==> config.mk <==
export PLATFORM = sky130hd
export DESIGN_NAME = punctured_convolutional_encoder
export DESIGN_NICKNAME = d
export VERILOG_FILES = /design/src/rtl/core/pce_pkg.sv /design/src/rtl/core/punctured_convolutional_encoder.sv /design/src/rtl/core/pce_encoder.sv /design/src/rtl/core/pce_out_buf.sv
export SDC_FILE = /design/constraint.sdc
export NUM_CORES = 1
export LEC_CHECK = 0
export ABC_AREA = 1
export ABC_CLOCK_PERIOD_IN_PS = 3400
export BUFFER_PORTS_ARGS = -buffer_cell sky130_fd_sc_hd__buf_2
export CAP_MARGIN = 20
export CORE_ASPECT_RATIO = 0.5
export CORE_UTILIZATION = 46
export DETAILED_ROUTE_END_ITERATION = 8
export GPL_TIMING_DRIVEN = 1
export MAX_ROUTING_LAYER = met4
export PLACE_DENSITY_LB_ADDON = 0.3
export SLEW_MARGIN = 0
export SYNTH_ARGS = -nofsm -noshare
export SYNTH_HDL_FRONTEND = slang
export SYNTH_SLANG_ARGS = --single-unit
==> constraint.sdc <==
create_clock -name clk -period 3.4 [get_ports clk]
set_input_delay 0.17 -clock clk [delete_from_list [all_inputs] [get_ports clk]]
set_output_delay 0.17 -clock clk [all_outputs]
set_load 0.01 [all_outputs]
==> src/rtl/core/pce_pkg.sv <==
// package for the punctured convolutional encoder: constants, types and helpers
`default_nettype none

package pce_pkg;

	localparam int CONSTRAINT_LENGTH_DEF = 7;
	localparam int BYTE_W                = 8;
	localparam int GEN_W                 = 7;
	localparam int PEND_W                = 7;
	localparam int CNT_W                 = 3;
	localparam int IDX_W                 = 8;
	localparam int PHASE_W               = 3;
	localparam int PUNCT_PERIOD          = 6;
	localparam int CFG_IDX_W             = 2;

	localparam logic [CFG_IDX_W-1:0] REG_CODE_RATE = 2'd0;
	localparam logic [CFG_IDX_W-1:0] REG_GEN_A     = 2'd1;
	localparam logic [CFG_IDX_W-1:0] REG_GEN_B     = 2'd2;

	localparam logic [GEN_W-1:0] GEN_A_RST = 7'd121;
	localparam logic [GEN_W-1:0] GEN_B_RST = 7'd91;

	typedef struct packed {
		logic             code_rate;
		logic [GEN_W-1:0] gen_a;
		logic [GEN_W-1:0] gen_b;
	} pce_cfg_t;

	typedef struct packed {
		logic [CNT_W-1:0] count;
		logic             last;
	} pce_ctl_t;

	// coded bit position of the k-th kept bit, puncture pattern entered at offset q
	function automatic logic [IDX_W-1:0] kept_index(input logic [5:0] k, input logic [1:0] q);
		logic [IDX_W-1:0] m;
		logic [IDX_W-1:0] h;
		m = IDX_W'(k) + IDX_W'(q);
		h = m >> 1;
		return h + h + h + (m & IDX_W'(1)) - IDX_W'(q);
	endfunction

endpackage

`default_nettype wire

==> src/rtl/core/punctured_convolutional_encoder.sv <==
// top level of the punctured convolutional encoder
//
//  channel  direction  handshake               payload
//  cfg      in         cfg_valid / cfg_ready   cfg_index[1:0], cfg_data[6:0]
//  in       in         in_valid / in_ready     data_byte[7:0], frame_end
//  out      out        out_valid / out_ready   coded_byte[7:0], frame_last
//
// an input byte is encoded in the cycle it is taken; its coded bytes appear from the
// next cycle, one per cycle while out_ready is high, from the result register
// (two at rate one half, one or two at rate three quarters, three or four on a frame end)
// a new byte is taken in the cycle the last waiting coded byte leaves
// out_ready low holds the result register and with it in_ready; cfg_ready is always high
// reset restores rate one half with the default generators and a clear encoder
`default_nettype none

module punctured_convolutional_encoder #(
	parameter int CONSTRAINT_LENGTH = pce_pkg::CONSTRAINT_LENGTH_DEF
) (
	input  wire logic                           clk,
	input  wire logic                           arst_n,
	input  wire logic                           cfg_valid,
	output logic                                cfg_ready,
	input  wire logic [pce_pkg::CFG_IDX_W-1:0]  cfg_index,
	input  wire logic [pce_pkg::GEN_W-1:0]      cfg_data,
	input  wire logic                           in_valid,
	output logic                                in_ready,
	input  wire logic [7:0]                     data_byte,
	input  wire logic                           frame_end,
	output logic                                out_valid,
	input  wire logic                           out_ready,
	output logic [7:0]                          coded_byte,
	output logic                                frame_last
);

	localparam int WS = ((pce_pkg::PEND_W + 2 * (7 + CONSTRAINT_LENGTH) + 7) / 8) * 8;

	pce_pkg::pce_cfg_t cfg_q;
	pce_pkg::pce_ctl_t ctl;
	logic [WS-1:0]     stream;
	logic              cfg_wr;
	logic              clear;
	logic              accept;

	assign cfg_ready = 1'b1;
	assign cfg_wr    = cfg_valid && cfg_ready;
	assign accept    = in_valid && in_ready;

	always_comb begin
		clear = 1'b0;
		unique case (cfg_index)
			pce_pkg::REG_CODE_RATE: clear = cfg_wr;
			default: clear = 1'b0;
		endcase
	end

	always_ff @(posedge clk or negedge arst_n) begin
		if (!arst_n) begin
			cfg_q.code_rate <= 1'b0;
			cfg_q.gen_a     <= pce_pkg::GEN_A_RST;
			cfg_q.gen_b     <= pce_pkg::GEN_B_RST;
		end else if (cfg_wr) begin
			unique case (cfg_index)
				pce_pkg::REG_CODE_RATE: cfg_q.code_rate <= cfg_data[0];
				pce_pkg::REG_GEN_A:     cfg_q.gen_a     <= cfg_data;
				pce_pkg::REG_GEN_B:     cfg_q.gen_b     <= cfg_data;
				default: ;
			endcase
		end
	end

	pce_encoder #(
		.CONSTRAINT_LENGTH(CONSTRAINT_LENGTH)
	) u_encoder (
		.clk       (clk),
		.arst_n    (arst_n),
		.cfg       (cfg_q),
		.clear     (clear),
		.accept    (accept),
		.data_byte (data_byte),
		.frame_end (frame_end),
		.stream    (stream),
		.ctl       (ctl)
	);

	pce_out_buf #(
		.WS(WS)
	) u_out_buf (
		.clk        (clk),
		.arst_n     (arst_n),
		.load       (accept),
		.stream     (stream),
		.ctl        (ctl),
		.free       (in_ready),
		.out_valid  (out_valid),
		.out_ready  (out_ready),
		.coded_byte (coded_byte),
		.frame_last (frame_last)
	);

	// a frame end always produces at least one coded byte
	assert property (@(posedge clk) disable iff (!arst_n)
		accept && frame_end |=> out_valid)
		else $error("frame end produced no coded byte");

	// a new byte is taken only once every waiting coded byte is gone
	assert property (@(posedge clk) disable iff (!arst_n)
		in_ready |-> !out_valid || out_ready)
		else $error("input taken while coded bytes still wait");

	// at rate one half every byte that does not end a frame yields two coded bytes
	assert property (@(posedge clk) disable iff (!arst_n)
		accept && !frame_end && !cfg_q.code_rate |=> out_valid && !in_ready)
		else $error("rate one half byte did not yield two coded bytes");

endmodule

`default_nettype wire

==> src/rtl/core/pce_encoder.sv <==
// encoder state, generator parities, puncturing and bit packing for one byte
`default_nettype none

module pce_encoder #(
	parameter int CONSTRAINT_LENGTH = pce_pkg::CONSTRAINT_LENGTH_DEF
) (
	input  wire logic                clk,
	input  wire logic                arst_n,
	input  wire pce_pkg::pce_cfg_t   cfg,
	input  wire logic                clear,
	input  wire logic                accept,
	input  wire logic [7:0]          data_byte,
	input  wire logic                frame_end,
	output logic [((pce_pkg::PEND_W + 2 * (7 + CONSTRAINT_LENGTH) + 7) / 8) * 8 - 1:0] stream,
	output pce_pkg::pce_ctl_t        ctl
);

	localparam int K         = CONSTRAINT_LENGTH;
	localparam int HW        = K - 1;
	localparam int NB        = 8 + K - 1;
	localparam int SW        = HW + NB;
	localparam int KW        = 2 * NB;
	localparam int BODY_BITS = 16;
	localparam int PW        = pce_pkg::PEND_W;
	localparam int WS        = ((PW + KW + 7) / 8) * 8;
	localparam int KCW       = $clog2(KW + 1);
	localparam int CIW       = $clog2(KW);
	localparam int TW        = $clog2(PW + KW + 1);
	localparam int IW        = pce_pkg::IDX_W;
	localparam int PHW       = pce_pkg::PHASE_W;

	localparam logic [IW-1:0] D0_BODY = IW'(BODY_BITS / 3);
	localparam logic [IW-1:0] D1_BODY = IW'((BODY_BITS + 1) / 3);
	localparam logic [IW-1:0] D2_BODY = IW'((BODY_BITS + 2) / 3);
	localparam logic [IW-1:0] D0_FULL = IW'(KW / 3);
	localparam logic [IW-1:0] D1_FULL = IW'((KW + 1) / 3);
	localparam logic [IW-1:0] D2_FULL = IW'((KW + 2) / 3);
	localparam logic [PHW:0]  PH_STEP = (PHW + 1)'(BODY_BITS % pce_pkg::PUNCT_PERIOD);
	localparam logic [PHW:0]  PH_WRAP = (PHW + 1)'(pce_pkg::PUNCT_PERIOD);

	logic [HW-1:0]  hist_q;
	logic [PHW-1:0] phase_q;
	logic [PW-1:0]  pbits_q;
	logic [2:0]     pcnt_q;

	logic [SW-1:0]  seq;
	logic [K-1:0]   ga;
	logic [K-1:0]   gb;
	logic [KW-1:0]  coded;
	logic [KW-1:0]  kv;
	logic [1:0]     q;
	logic [IW-1:0]  n_coded;
	logic [IW-1:0]  drops;
	logic [IW-1:0]  kept;
	logic [IW-1:0]  idx;
	logic [TW-1:0]  total;
	logic [TW-4:0]  full;
	logic [WS-1:0]  s_kept;
	logic [PW-1:0]  pnew;
	logic [PHW:0]   psum;
	logic [PHW-1:0] phase_nx;

	always_comb begin
		ga = K'(cfg.gen_a);
		gb = K'(cfg.gen_b);

		// oldest bit at the bottom, data msb first, then the zero tail
		seq = '0;
		seq[HW-1:0] = hist_q;
		for (int i = 0; i < 8; i++) begin
			seq[HW + i] = data_byte[7 - i];
		end

		for (int i = 0; i < NB; i++) begin
			coded[2 * i]     = ^(seq[i +: K] & ga);
			coded[2 * i + 1] = ^(seq[i +: K] & gb);
		end

		n_coded = frame_end ? IW'(KW) : IW'(BODY_BITS);
		q = (phase_q >= PHW'(3)) ? 2'(phase_q - PHW'(3)) : 2'(phase_q);

		case (q)
			2'd0:    drops = frame_end ? D0_FULL : D0_BODY;
			2'd1:    drops = frame_end ? D1_FULL : D1_BODY;
			default: drops = frame_end ? D2_FULL : D2_BODY;
		endcase

		kept = cfg.code_rate ? (n_coded - drops) : n_coded;

		// kept bits left-aligned, earliest in the msb, zero past the kept count
		kv = '0;
		for (int k = 0; k < KW; k++) begin
			idx = pce_pkg::kept_index(6'(k), q);
			if (!cfg.code_rate) begin
				kv[KW - 1 - k] = (IW'(k) < n_coded) ? coded[k] : 1'b0;
			end else begin
				kv[KW - 1 - k] = (idx < n_coded) ? coded[idx[CIW-1:0]] : 1'b0;
			end
		end

		s_kept = {kv, (WS - KW)'(0)} >> pcnt_q;
		stream = {pbits_q, (WS - PW)'(0)} | s_kept;
		total  = TW'(pcnt_q) + TW'(kept[KCW-1:0]);
		full   = total[TW-1:3];

		pnew = '0;
		for (int f = 0; f < WS / 8; f++) begin
			if (full == (TW - 3)'(f)) begin
				pnew = stream[WS - 1 - 8 * f -: PW];
			end
		end

		ctl.count = pce_pkg::CNT_W'(full) +
			pce_pkg::CNT_W'(frame_end && (total[2:0] != 3'd0));
		ctl.last  = frame_end;

		psum = {1'b0, phase_q} + PH_STEP;
		if (!cfg.code_rate) begin
			phase_nx = phase_q;
		end else if (psum >= PH_WRAP) begin
			phase_nx = PHW'(psum - PH_WRAP);
		end else begin
			phase_nx = PHW'(psum);
		end
	end

	always_ff @(posedge clk or negedge arst_n) begin
		if (!arst_n) begin
			hist_q  <= '0;
			phase_q <= '0;
			pbits_q <= '0;
			pcnt_q  <= '0;
		end else if (clear || (accept && frame_end)) begin
			hist_q  <= '0;
			phase_q <= '0;
			pbits_q <= '0;
			pcnt_q  <= '0;
		end else if (accept) begin
			hist_q  <= seq[8 +: HW];
			phase_q <= phase_nx;
			pbits_q <= pnew;
			pcnt_q  <= total[2:0];
		end
	end

endmodule

`default_nettype wire

==> src/rtl/core/pce_out_buf.sv <==
// result register that hands out the packed coded bytes one transaction at a time
`default_nettype none

module pce_out_buf #(
	parameter int WS = 32
) (
	input  wire logic              clk,
	input  wire logic              arst_n,
	input  wire logic              load,
	input  wire logic [WS-1:0]     stream,
	input  wire pce_pkg::pce_ctl_t ctl,
	output logic                   free,
	output logic                   out_valid,
	input  wire logic              out_ready,
	output logic [7:0]             coded_byte,
	output logic                   frame_last
);

	localparam int CW = pce_pkg::CNT_W;

	logic [WS-1:0] data_q;
	logic [CW-1:0] cnt_q;
	logic          last_q;
	logic          take;

	assign out_valid  = (cnt_q != '0);
	assign take       = out_valid && out_ready;
	assign free       = (cnt_q == '0) || ((cnt_q == CW'(1)) && out_ready);
	assign coded_byte = data_q[WS-1 -: 8];
	assign frame_last = last_q && (cnt_q == CW'(1));

	always_ff @(posedge clk) begin
		if (load) begin
			data_q <= stream;
		end else if (take) begin
			data_q <= {data_q[WS-9:0], 8'h00};
		end
	end

	always_ff @(posedge clk or negedge arst_n) begin
		if (!arst_n) begin
			cnt_q  <= '0;
			last_q <= 1'b0;
		end else if (load) begin
			cnt_q  <= ctl.count;
			last_q <= ctl.last;
		end else if (take) begin
			cnt_q  <= cnt_q - CW'(1);
		end
	end

endmodule

`default_nettype wire

======== After elaboration in Yosys (flattened, before gate mapping) ========
Cells that the tools add are included.
storage, ports and cells
  register bits ........................... 78
  input port bits ......................... 23
  word-level logic and storage cells ...... 496
  output and inout bits ................... 12
cells by class
  magnitude comparators ................... 86
  $add $sub $neg .......................... 146
  eq/ne operators ......................... 8
  reduce and logical (&&, ||, !) cells .... 50
  bitwise operators ....................... 29
  mux-type cells .......................... 166
  shift-type cells ........................ 1
operators with widths
  cell                                                                   count
  8-bit by 1-bit adder with 8-bit output                                 29
  8-bit < comparator                                                     28
  8-bit by 2-bit subtractor with 8-bit output                            28
  7-bit by 7-bit adder with 8-bit output                                 27
  8-bit by 7-bit adder with 8-bit output                                 27
  7-bit XOR reduction                                                    28
  5-bit by 6-bit < comparator with 1-bit output (second input constant)  28
  1-bit binary-select mux with 5-bit select                              28
  1-bit 2-to-1 mux                                                       113
  7-bit bitwise AND                                                      16
  5-bit by 8-bit < comparator with 1-bit output (first input constant)   12
  40-bit 2-to-1 mux                                                      2
  5-bit by 2-bit adder with 6-bit output (first input constant)          12
  4-bit by 8-bit < comparator with 1-bit output (first input constant)   8
  7-bit 2-to-1 mux                                                       7
  4-bit by 2-bit adder with 5-bit output (first input constant)          8
  40-bit bitwise OR                                                      1
  40-bit by 3-bit >> shifter with 40-bit output                          1
  3-bit by 8-bit < comparator with 1-bit output (first input constant)   4
  3-bit 2-to-1 mux                                                       8
  3-bit by 2-bit adder with 4-bit output (first input constant)          4
  1-bit by 8-bit < comparator with 1-bit output (first input constant)   2
  2-bit by 8-bit < comparator with 1-bit output (first input constant)   2
  4-bit 2-to-1 mux                                                       4
  other kinds (34)                                                       59

======== Depth between registers and ports, before layout ========
Gate-level depths: netlist of the first run.
  depth after elaboration ................. 20
  mapped depth ............................ 25
  mapped depth without buffers ............ 24

======== Modules after synthesis ========
Synthesis of the first run repeated with hierarchy kept, for this count alone.
unflattened totals
  cells, all modules ...................... 1,990
  area total of the unflattened synthesis .. 11,026.8 um2
modules (own cells, without submodules)
  module                           area each (um2)  instances  seq. area each (um2)  cells each
  pce_encoder                      8,301.7          1          450.4                 1,709
  pce_out_buf                      2,014.4          1          1,301.2               206
  punctured_convolutional_encoder  710.7            1          387.9                 75

======== Worst setup path before layout of the first run ========
OpenSTA, ideal clock, no wires.
  path kind ............................... register to register
  start ................................... register u_encoder.phase_q[1]
  end ..................................... register u_encoder.pbits_q[6]
  buffers on the path ..................... 1
  data arrival time ....................... 3.288 ns
  data required time ...................... 3.284 ns
  clock period less this slack ............ 3.404 ns
  library setup time ...................... 0.116 ns
  stages on the path, launching flop included .. 22
  slack ................................... -0.004 ns
  cell sequence ........................... dfrtp_1 > inv_1 > ha_1 > clkbuf_1 > clkinv_1 > a21oi_1 > ha_1 > inv_1 > fa_1 > nor2_1 > nor2_1 > nor2_1 > xnor2_1 > inv_1 > nor2_1 > inv_1 > nor2_1 > nand3_1 > nand2_1 > nand3_1 > nand2_1 > nand2_1
between the ends
  word-level cells in the longest chain between the ends .. 20
  elaborated cells on any way between the ends .. 303
  classes of those cells .................. 142 x add/sub; 29 x order compare; 5 x eq/ne; 1 x shift; 122 x mux; 1 x bitwise; 3 x reduce/logical
RTL lines
  element                                                                                    line                RTL
  start: declaration                                                                         pce_encoder.sv:42   logic [PHW-1:0] phase_q;
  start signal: assignment                                                                   pce_encoder.sv:140  phase_q <= phase_nx;
  3-bit by 2-bit >= comparator with 1-bit output / 2-bit subtractor (equally long branches)  pce_encoder.sv:80   q = (phase_q >= PHW'(3)) ? 2'(phase_q - PHW'(3)) : 2'(phase_q);
  2-bit 2-to-1 mux (*)                                                                       pce_encoder.sv:80
  5-bit by 2-bit adder with 6-bit output (tied with other cells)                             pce_pkg.sv:38       m = IDX_W'(k) + IDX_W'(q);
  7-bit by 7-bit adder with 8-bit output                                                     pce_pkg.sv:40       return h + h + h + (m & IDX_W'(1)) - IDX_W'(q);
  8-bit by 7-bit adder with 8-bit output                                                     pce_pkg.sv:40
  8-bit by 1-bit adder with 8-bit output                                                     pce_pkg.sv:40
  8-bit by 2-bit subtractor with 8-bit output                                                pce_pkg.sv:40
  1-bit binary-select mux with 5-bit select                                                  pce_encoder.sv:97   kv[KW - 1 - k] = (idx < n_coded) ? coded[idx[CIW-1:0]] : 1'b0;
  1-bit 2-to-1 mux (not written as such)                                                     pce_encoder.sv:97
  1-bit 2-to-1 mux                                                                           pce_encoder.sv:97
  1-bit 2-to-1 mux                                                                           pce_encoder.sv:94   if (!cfg.code_rate) begin
  40-bit by 3-bit >> shifter with 40-bit output                                              pce_encoder.sv:101  s_kept = {kv, (WS - KW)'(0)} >> pcnt_q;
  40-bit bitwise OR                                                                          pce_encoder.sv:102  stream = {pbits_q, (WS - PW)'(0)} | s_kept;
  7-bit 2-to-1 mux (4 in series)                                                             pce_encoder.sv:108  if (full == (TW - 3)'(f)) begin
  7-bit 2-to-1 mux (*)                                                                       pce_encoder.sv:108
  7-bit 2-to-1 mux (*)                                                                       pce_encoder.sv:138  end else if (accept) begin
  7-bit 2-to-1 mux (*)                                                                       pce_encoder.sv:133  end else if (clear || (accept && frame_end)) begin
  end signal: assignment                                                                     pce_encoder.sv:141  pbits_q <= pnew;
  end: declaration                                                                           pce_encoder.sv:43   logic [PW-1:0] pbits_q;
Mark *: on every way between the ends. The rest lies on a longest branch, timed or not. The select of a mux whose other input is x is not followed.
A chain may end at the register's enable or synchronous reset.

======== Worst setup path in the final report of the first run ========
  start ................................... register u_encoder.phase_q[2]
  end ..................................... register u_encoder.pbits_q[6]
between the ends
  word-level cells in the longest chain between the ends .. 20
  elaborated cells on any way between the ends .. 302
  classes of those cells .................. 141 x add/sub; 29 x order compare; 5 x eq/ne; 1 x shift; 122 x mux; 1 x bitwise; 3 x reduce/logical
RTL lines
  element                                                         line
  3-bit by 2-bit >= comparator with 1-bit output (*)              pce_encoder.sv:80
  2-bit 2-to-1 mux (*)                                            pce_encoder.sv:80
  5-bit by 2-bit adder with 6-bit output (tied with other cells)  pce_pkg.sv:38
  7-bit by 7-bit adder with 8-bit output                          pce_pkg.sv:40
  8-bit by 7-bit adder with 8-bit output                          pce_pkg.sv:40
  8-bit by 1-bit adder with 8-bit output                          pce_pkg.sv:40
  8-bit by 2-bit subtractor with 8-bit output                     pce_pkg.sv:40
  1-bit binary-select mux with 5-bit select                       pce_encoder.sv:97
  1-bit 2-to-1 mux (not written as such)                          pce_encoder.sv:97
  1-bit 2-to-1 mux                                                pce_encoder.sv:97
  1-bit 2-to-1 mux                                                pce_encoder.sv:94
  40-bit by 3-bit >> shifter with 40-bit output                   pce_encoder.sv:101
  40-bit bitwise OR                                               pce_encoder.sv:102
  7-bit 2-to-1 mux (4 in series)                                  pce_encoder.sv:108
  7-bit 2-to-1 mux (*)                                            pce_encoder.sv:108
  7-bit 2-to-1 mux (*)                                            pce_encoder.sv:138
  7-bit 2-to-1 mux (*)                                            pce_encoder.sv:133
Marked as above.

==> results of run 1 <==
==> worst register-to-register path, cell delays in order, from the launching register on <==
cell and delay, ns:
dfrtp_1 0.41, buf_4 0.18, ha_1 0.18, inv_1 0.06, a21oi_1 0.16, ha_1 0.19
inv_1 0.06, fa_1 0.41, nor2_1 0.13, nor2_1 0.05, nor2_1 0.11, xnor2_1 0.21
inv_1 0.11, nor2_2 0.15, inv_2 0.12, nor2_4 0.14, nand3_1 0.09, nand2_1 0.07
nand3_1 0.07, nand2_1 0.07, nand2_1 0.04
==> routing by layer <==
metal	track usage	vias to the layer above
li1	-	5509
met1	0.413	4760
met2	0.432	468
met3	0.0472	59
met4	0.0815	0
met5	-	-
==> area by class of cell <==
cell class | instances | area [µm²]
fill | 2125 | 9700
inverter | 197 | 744
tap | 266 | 333
clock inverter | 7 | 103
multi-input combinational | 1387 | 6380
sequential | 72 | 1990
timing repair buffer | 63 | 393
clock buffer | 9 | 225
==> power by group <==
| group | switching [mW] | internal [mW] |
|---|---|---|
| combinational | 3.89 | 1.91 |
| sequential | 0.316 | 1.35 |
| clock | 0.427 | 0.652 |
| total | 4.64 | 3.91 |
==> worst max-delay path by stage <==
| stage | startpoint | end | slack [ns] | cells after the start |
|---|---|---|---|---|
| final | u_encoder.phase_q[2] | u_encoder.pbits_q[6] | 0.30 | 20 |
| after global routing | u_encoder.phase_q[2] | u_encoder.pbits_q[6] | 0.009 | 20 |
| after CTS | u_encoder.phase_q[2] | u_encoder.pbits_q[5] | 0.04 | 18 |
| after detailed placement | u_encoder.phase_q[2] | u_encoder.pbits_q[5] | 0.06 | 18 |
| after global placement | u_encoder.phase_q[2] | u_encoder.pbits_q[5] | 0.15 | 18 |
| after floorplan | u_encoder.phase_q[1] | u_encoder.pbits_q[6] | 0.07 | 21 |
==> layout by cell type, fill, tap and decap left out, drive strengths merged, types with 3 or more instances in the layout <==
cell type	instances
a21oi	17
clkbuf	9
nand3	268
dfstp	10
o22ai	6
xnor2	12
edfxtp	35
a31oi	18
nand4	14
xor2	10
buf	62
a22o	6
nor2	94
nand3b	5
conb	3
o211ai	10
o21ai	56
clkinv	12
inv	189
ha	35
dfrtp	27
nand2	814
==> repair_timing <==
action	in CTS	in global routing
hold buffers	1	0
gates resized for setup	0	11
endpoints found under the setup margin	0	14
hold endpoints to repair	6	0
==> sequential cells by signal (all words and copies together), names as in the netlist <==
signal / flops
cfg_q: 15
u_encoder.phase_q: 2
u_encoder.hist_q: 6
u_encoder.pcnt_q: 3
u_out_buf.cnt_q: 3
u_encoder.pbits_q: 7
u_out_buf.last_q: 1
u_out_buf.data_q: 35
==> logic make-up after synthesis <==
kind of cell | count (synthesis) | share of synthesized area
compound gates | 126 | 0.0788
xor+xnor | 22 | 0.0202
fa+ha+maj | 36 | 0.0480
buf+inv | 286 | 0.127
flops | 72 | 0.209
other cells | 2 | 0.000788
simple gates | 1200 | 0.516
==> metrics by stage <==
stage	util	hold WS (ns)	instances	setup WS, ns
6_report	0.512	0.0412	2001	0.295
3_3_place_gp	0.493	0.375	1984	0.150
2_1_floorplan	-	-0.126	1745	0.0702
4_1_cts	0.510	0.0410	2001	0.0360
5_1_grt	0.512	0.0667	2001	0.00938
3_5_place_dp	0.493	0.373	1984	0.0623
==> reports/summary.txt, run 1 <==
status: finished, final reports clean
drt wl/cell: 14.8 µm
vias in the first global route: 9571
met3 wire length: 2290 µm
global-route wire length before repair: 48700 µm
Initial Util: 0.480
IO buf count: 33
CTS tree: done
Crit-path slowest cell: dfrtp_1
ant diodes: 0
Hold WC Path Type: primary input to register
hold path start: cfg_data[6]
Post-DP Area: 9790 µm²
row cnt: 36
worst path required time: 3.65 ns
Main synth FF type: edfxtp_1
Detail Placement HPWL: 21900 µm
Yosys top cell area share: 0.321
final hold violations: 0
Reg2Reg Setup Slack: 0.30 ns
Synth area leader: nand2_1
Die H: 104 µm
post-route ant nets: 0
min Tclk post-route: 3.10 ns
most common cell in the synthesized netlist: nand2_1
Syn. warnings: 0
CTS Buf Count: 9
Yosys reg bits: 72
grt ovf: 0
Hold EP: cfg_q[13]
Pwr Total: 8.55 mW
PD cells: 840 nW/µm²
Max Freq: 322 MHz
worst-path cell chain: buf_4 -> ha_1 -> inv_1 -> a21oi_1 -> ha_1 -> inv_1 -> fa_1 -> nor2_1 -> nor2_1 -> nor2_1 -> xnor2_1 -> inv_1 -> nor2_2 -> inv_2 -> nor2_4 -> nand3_1 -> nand2_1 -> nand3_1 -> nand2_1 -> nand2_1
CP arrival: 3.35 ns
clk sink count: 72
Max Cap Violations: 0
Ports: 35
Die Area: 21300 µm²
max-slew violation count: 0
gpl congestion: 1.01
share of cells above drive strength 1: 0.0611
Post-Syn Area per Cell: 5.47 µm²
critical path fanouts, max: 7
peak per-stage delay on the critical path: 0.41 ns
maximum vdd drop: 0.000283 V
Seq/Total Area, Yosys: 0.209
postcts setup bufs: 0
antenna violations before repair: 0
wirelength, routed: 29600 µm
Area growth syn-to-layout: 6.65%
DRC viols: 0
CP Capture Type: register
EDFF count, synth: 35
DR WL met2: 12500 µm
post-synthesis cell type count: 44
worst path buffer plus inverter count: 5
crit start category: register
Crit path max-delay family: simple AND/OR/NAND/NOR gates
Post-synth top cells: nand2_1, nand3_1, inv_1
leakage power: 5.85 nW
Tot GR Track Use: 0.294
Highest Signal Layer: met4
Worst-Skew Late Latency: 0.35 ns
RSZ-0062 raised after global routing: no
Worst-Margin Slew: 0.933 ns
Vias/cell: 5.40
cells on worst reg2reg path: 20
Setup TNS: 0 ns
Final #Nets: 1789
Core Area: 19900 µm²
Worst R2R Start: u_encoder.phase_q[2]
critical path class: register to register
largest net degree at the start of global routing: 42
Reg clk slew, reported paths: 0.06 ns
First-pass DRT Iterations: 6
WL met1: 14200 µm
Die Width: 206 µm
reg2reg end: u_encoder.pbits_q[6]
total vias in the final route: 10800
# setup viols final: 0
hold path depth: 3
Clock Tree Root: clkbuf_16
fraction of registers with async set/reset: 0.514
# H-tree levels: 3
clk buf depth: 2
period utilisation layout: 0.913
top cells by area, synth: nand2_1, nand3_1, edfxtp_1, inv_1, dfrtp_1
Rel. slew slack: 0.378
design area: 10200 µm²
starting DRC count in detailed routing: 1022
Post-Syn Area: 9530 µm²
Post-Synthesis Cells: 1744
worst clock skew: 0.00480 ns
(Power assumes the default switching activity.)
==> run 2: changes to the inputs <==
--- a/config.mk
+++ b/config.mk
@@ -5,7 +5,7 @@
 export SDC_FILE = /design/constraint.sdc
 export NUM_CORES = 1
 export LEC_CHECK = 0
-export ABC_AREA = 1
+export ABC_AREA = 0
 export ABC_CLOCK_PERIOD_IN_PS = 3400
 export BUFFER_PORTS_ARGS = -buffer_cell sky130_fd_sc_hd__buf_2
 export CAP_MARGIN = 20
==> run 2 against run 1 <==
Against the previous run:
- the flow now finishes with violations (negative setup slack)
- total power is 34% higher
- register-to-register slack worse by 0.68 ns
- highest routed layer unchanged
- die area is 7.8% lower
- sequential share of layout area is 3.3 points lower
- count of clock-buffer cells in the layout stayed put
==> reports/summary.txt, run 2 <==
status: finished, violations left (was finished, final reports clean)
failing checks: negative setup slack
PD cells: 928 nW/µm² (was 840 nW/µm²)
starting DRC count in detailed routing: 908 (was 1022)
top cells by area, synth: edfxtp_1, nand2_1, xnor3_1, dfrtp_1, ha_1 (was nand2_1, nand3_1, edfxtp_1, inv_1, dfrtp_1)
Post-Synthesis Cells: 1087 (was 1744)
# setup viols final: 32 (was 0)
drt wl/cell: 22.3 µm (was 14.8 µm)
vias in the first global route: 9081 (was 9571)
leakage power: 5.59 nW (was 5.85 nW)
min Tclk post-route: 3.78 ns (was 3.10 ns)
Max Freq: 264 MHz (was 322 MHz)
total vias in the final route: 9570 (was 10800)
Hold WC Path Type: primary input to register (unchanged)
Setup TNS: -5.71 ns (was 0 ns)
# H-tree levels: 3 (unchanged)
Detail Placement HPWL: 24800 µm (was 21900 µm)
DRC viols: 0 (unchanged)
Inst Count DP: 1508 (was 1984)
CP Capture Type: register (unchanged)
fraction of registers with async set/reset: 0.514 (unchanged)
ant diodes: 0 (unchanged)
row cnt: 35 (was 36)
clk sink count: 72 (unchanged)
most frequent cells in the layout: nand2_1, buf_4, nor2_1 (was nand2_1, nand3_1, inv_1)
wirelength, routed: 34800 µm (was 29600 µm)
Final #Nets: 1358 (was 1789)
RSZ-0062 raised after global routing: yes (was no)
Synth area leader: edfxtp_1 (was nand2_1)
Reg with most FFs: u_out_buf.data_q (unchanged)
Critical Path Most Common Cell: mux4_2
Post-Syn Area: 8780 µm² (was 9530 µm²)
worst path required time: 3.68 ns (was 3.65 ns)
Layout Cells excl Fill: 1563 (was 2001)
Clock Tree Root: clkbuf_16 (unchanged)
critical path fanouts, max: 4 (was 7)
Max Cap Violations: 0 (unchanged)
max reg flops: 35 (unchanged)
critical path class: register to register (unchanged)
global-route wire length before repair: 52400 µm (was 48700 µm)
Seq/Total Area, Yosys: 0.226 (was 0.209)
Tot GR Track Use: 0.366 (was 0.294)
Vias/cell: 6.12 (was 5.40)
peak per-stage delay on the critical path: 0.58 ns (was 0.41 ns)
final core utilization: 0.662 (was 0.512)
First-pass DRT Iterations: 5 (was 6)
Die Width: 197 µm (was 206 µm)
CP arrival: 4.06 ns (was 3.35 ns)
layout filler cell count: 1545 (was 2125)
maximum vdd drop: 0.000427 V (was 0.000283 V)
clk buf depth: 2 (unchanged)
Yosys top cell area share: 0.120 (was 0.321)
Worst-Margin Slew: 0.941 ns (was 0.933 ns)
share of cells above drive strength 1: 0.390 (was 0.0611)
Post-Syn Area per Cell: 8.08 µm² (was 5.47 µm²)
IO buf count: 33 (unchanged)
gpl congestion: 0.998 (was 1.01)
Yosys reg bits: 72 (unchanged)
worst clock skew: 0.0234 ns (was 0.00480 ns)
grt ovf: 0 (unchanged)
Crit-path slowest cell: dfstp_2 (was dfrtp_1)
max-slew violation count: 0 (unchanged)
worst-path cell chain: nand2_1 -> xnor3_1 -> xnor3_2 -> mux2_4 -> mux4_2 -> mux4_2 -> nor2_1 -> nor3_1 -> a211o_1 -> o211ai_1 -> a2bb2oi_1 (was buf_4 -> ha_1 -> inv_1 -> a21oi_1 -> ha_1 -> inv_1 -> fa_1 -> nor2_1 -> nor2_1 -> nor2_1 -> xnor2_1 -> inv_1 -> nor2_2 -> inv_2 -> nor2_4 -> nand3_1 -> nand2_1 -> nand3_1 -> nand2_1 -> nand2_1)
period utilisation layout: 1.11 (was 0.913)
most common cell after layout, fill and taps aside: nand2_1 (unchanged)
most common cell in the synthesized netlist: nand2_1 (unchanged)
CTS tree: done (unchanged)
CTS Buf Count: 9 (unchanged)
crit start category: register (unchanged)
Reg clk slew, reported paths: 0.08 ns (was 0.06 ns)
Post-synth top cells: nand2_1, nor2_1, clkbuf_1 (was nand2_1, nand3_1, inv_1)
Initial Util: 0.473 (was 0.480)
EDFF count, synth: 35 (unchanged)
Area growth syn-to-layout: 40.0% (was 6.65%)
final hold violations: 0 (unchanged)
Ports: 35 (unchanged)
Die Area: 19700 µm² (was 21300 µm²)
hold_ws: 0.0588 ns (was 0.0412 ns)
Main synth FF type: edfxtp_1 (unchanged)
Die H: 99.7 µm (was 104 µm)
Worst-Skew Late Latency: 0.38 ns (was 0.35 ns)
Core Area: 18600 µm² (was 19900 µm²)
largest net degree at the start of global routing: 52 (was 42)
Rel. slew slack: 0.366 (was 0.378)
antenna violations before repair: 0 (unchanged)
post-route ant nets: 0 (unchanged)
post-synthesis cell type count: 75 (was 44)
final worst setup slack: -0.382 ns (was 0.295 ns)
Largest regs: u_out_buf.data_q (35), cfg_q (15), u_encoder.pbits_q (7) (unchanged)
Syn. warnings: 0 (unchanged)
run 2: changes by cell type in the layout (fill, tap and decap cells not counted), sizes merged, moves of 25 or more:
| cell | before | now |
|---|---|---|
| buf | 62 | 288 |
| inv | 189 | 32 |
| mux2 | 0 | 28 |
| mux2i | 0 | 25 |
| nand2 | 814 | 246 |
| nand3 | 268 | 19 |
| xnor2 | 12 | 44 |
| xnor3 | 0 | 38 |
run 2: final cells by class:
cell class / count / area [µm²] / area share
clock inverter: 7 / 95.1 / 0.00773
multi-input combinational: 894 / 7240 / 0.588
inverter: 33 / 126 / 0.0103
timing repair buffer: 289 / 2290 / 0.187
sequential: 72 / 2000 / 0.162
tap: 259 / 324 / 0.0263
clock buffer: 9 / 225 / 0.0183
run 2: report_power, final:
group,switching (mW),total (mW),internal (mW),leakage (nW)
Sequential,0.192,1.39,1.20,0.803
Clock,0.453,1.10,0.645,0.157
Combinational,4.61,8.93,4.31,4.63
Total,5.26,11.4,6.16,5.59
run 2: metal layers:
layer	up-vias	share of wire	global-route usage
li1	4280	-	-
met4	0	0.038	0.144
met3	92	0.084	0.0566
met2	520	0.44	0.548
met1	4678	0.44	0.497
met5	-	0	-
run 2: path summary, 6_finish.rpt:
kind / slack [ns] / depth (start not counted) / start / to
hold reg to reg: 0.50 / 1 / u_encoder.pbits_q[6] / u_encoder.pbits_q[6]
hold / removal: 0.06 / 2 / cfg_data[2] / cfg_q[2]
min in group asynchronous: 0.32 / 2 / arst_n / u_encoder.hist_q[5]
max in group asynchronous: 2.53 / 3 / arst_n / u_encoder.pbits_q[3]
setup / recovery: -0.38 / 11 / cfg_q[3] / u_encoder.pbits_q[1]
setup reg to reg: -0.38 / 11 / cfg_q[3] / u_encoder.pbits_q[1]
run 2: worst max-delay path, delay by kind of cell, from the launching register on:
| kind | cells | cell delay, ns |
|---|---|---|
| simple gates | 3 | 0.24 |
| flops | 1 | 0.58 |
| mux | 3 | 1.35 |
| xor+xnor | 2 | 0.87 |
| compound gates | 3 | 0.63 |
run 2: cell families (layout without fill, tap and decap cells):
family,after synthesis,count (layout),synth area share
buffers and inverters,122,338,0.0594
and+or+nand+nor,450,450,0.214
xor gates and xnor gates,100,100,0.166
other,2,3,0.000855
adders and majority gates,36,36,0.0521
muxes,62,62,0.0879
AOI/OAI and AO/OA,243,243,0.193
DFF,72,72,0.226
run 2: timing repair:
item / in CTS / in global routing
pin swaps: 52 / 48
hold endpoints to repair: 0 / 9
hold buffers: 0 / 1
buffers inserted: 29 / 12
endpoints found under the setup margin: 38 / 39
gates resized for setup: 99 / 133
run 2: metrics by stage:
stage               area [µm²]  setup WS [ns]  power, mW
global placement         10600         -0.482       8.32
floorplan                 8860        -0.0141       5.42
detailed placement       10600         -0.427       8.36
global route             12300         -0.431       11.9
finish                   12300         -0.382       11.4
CTS                      11600         -0.262       10.2
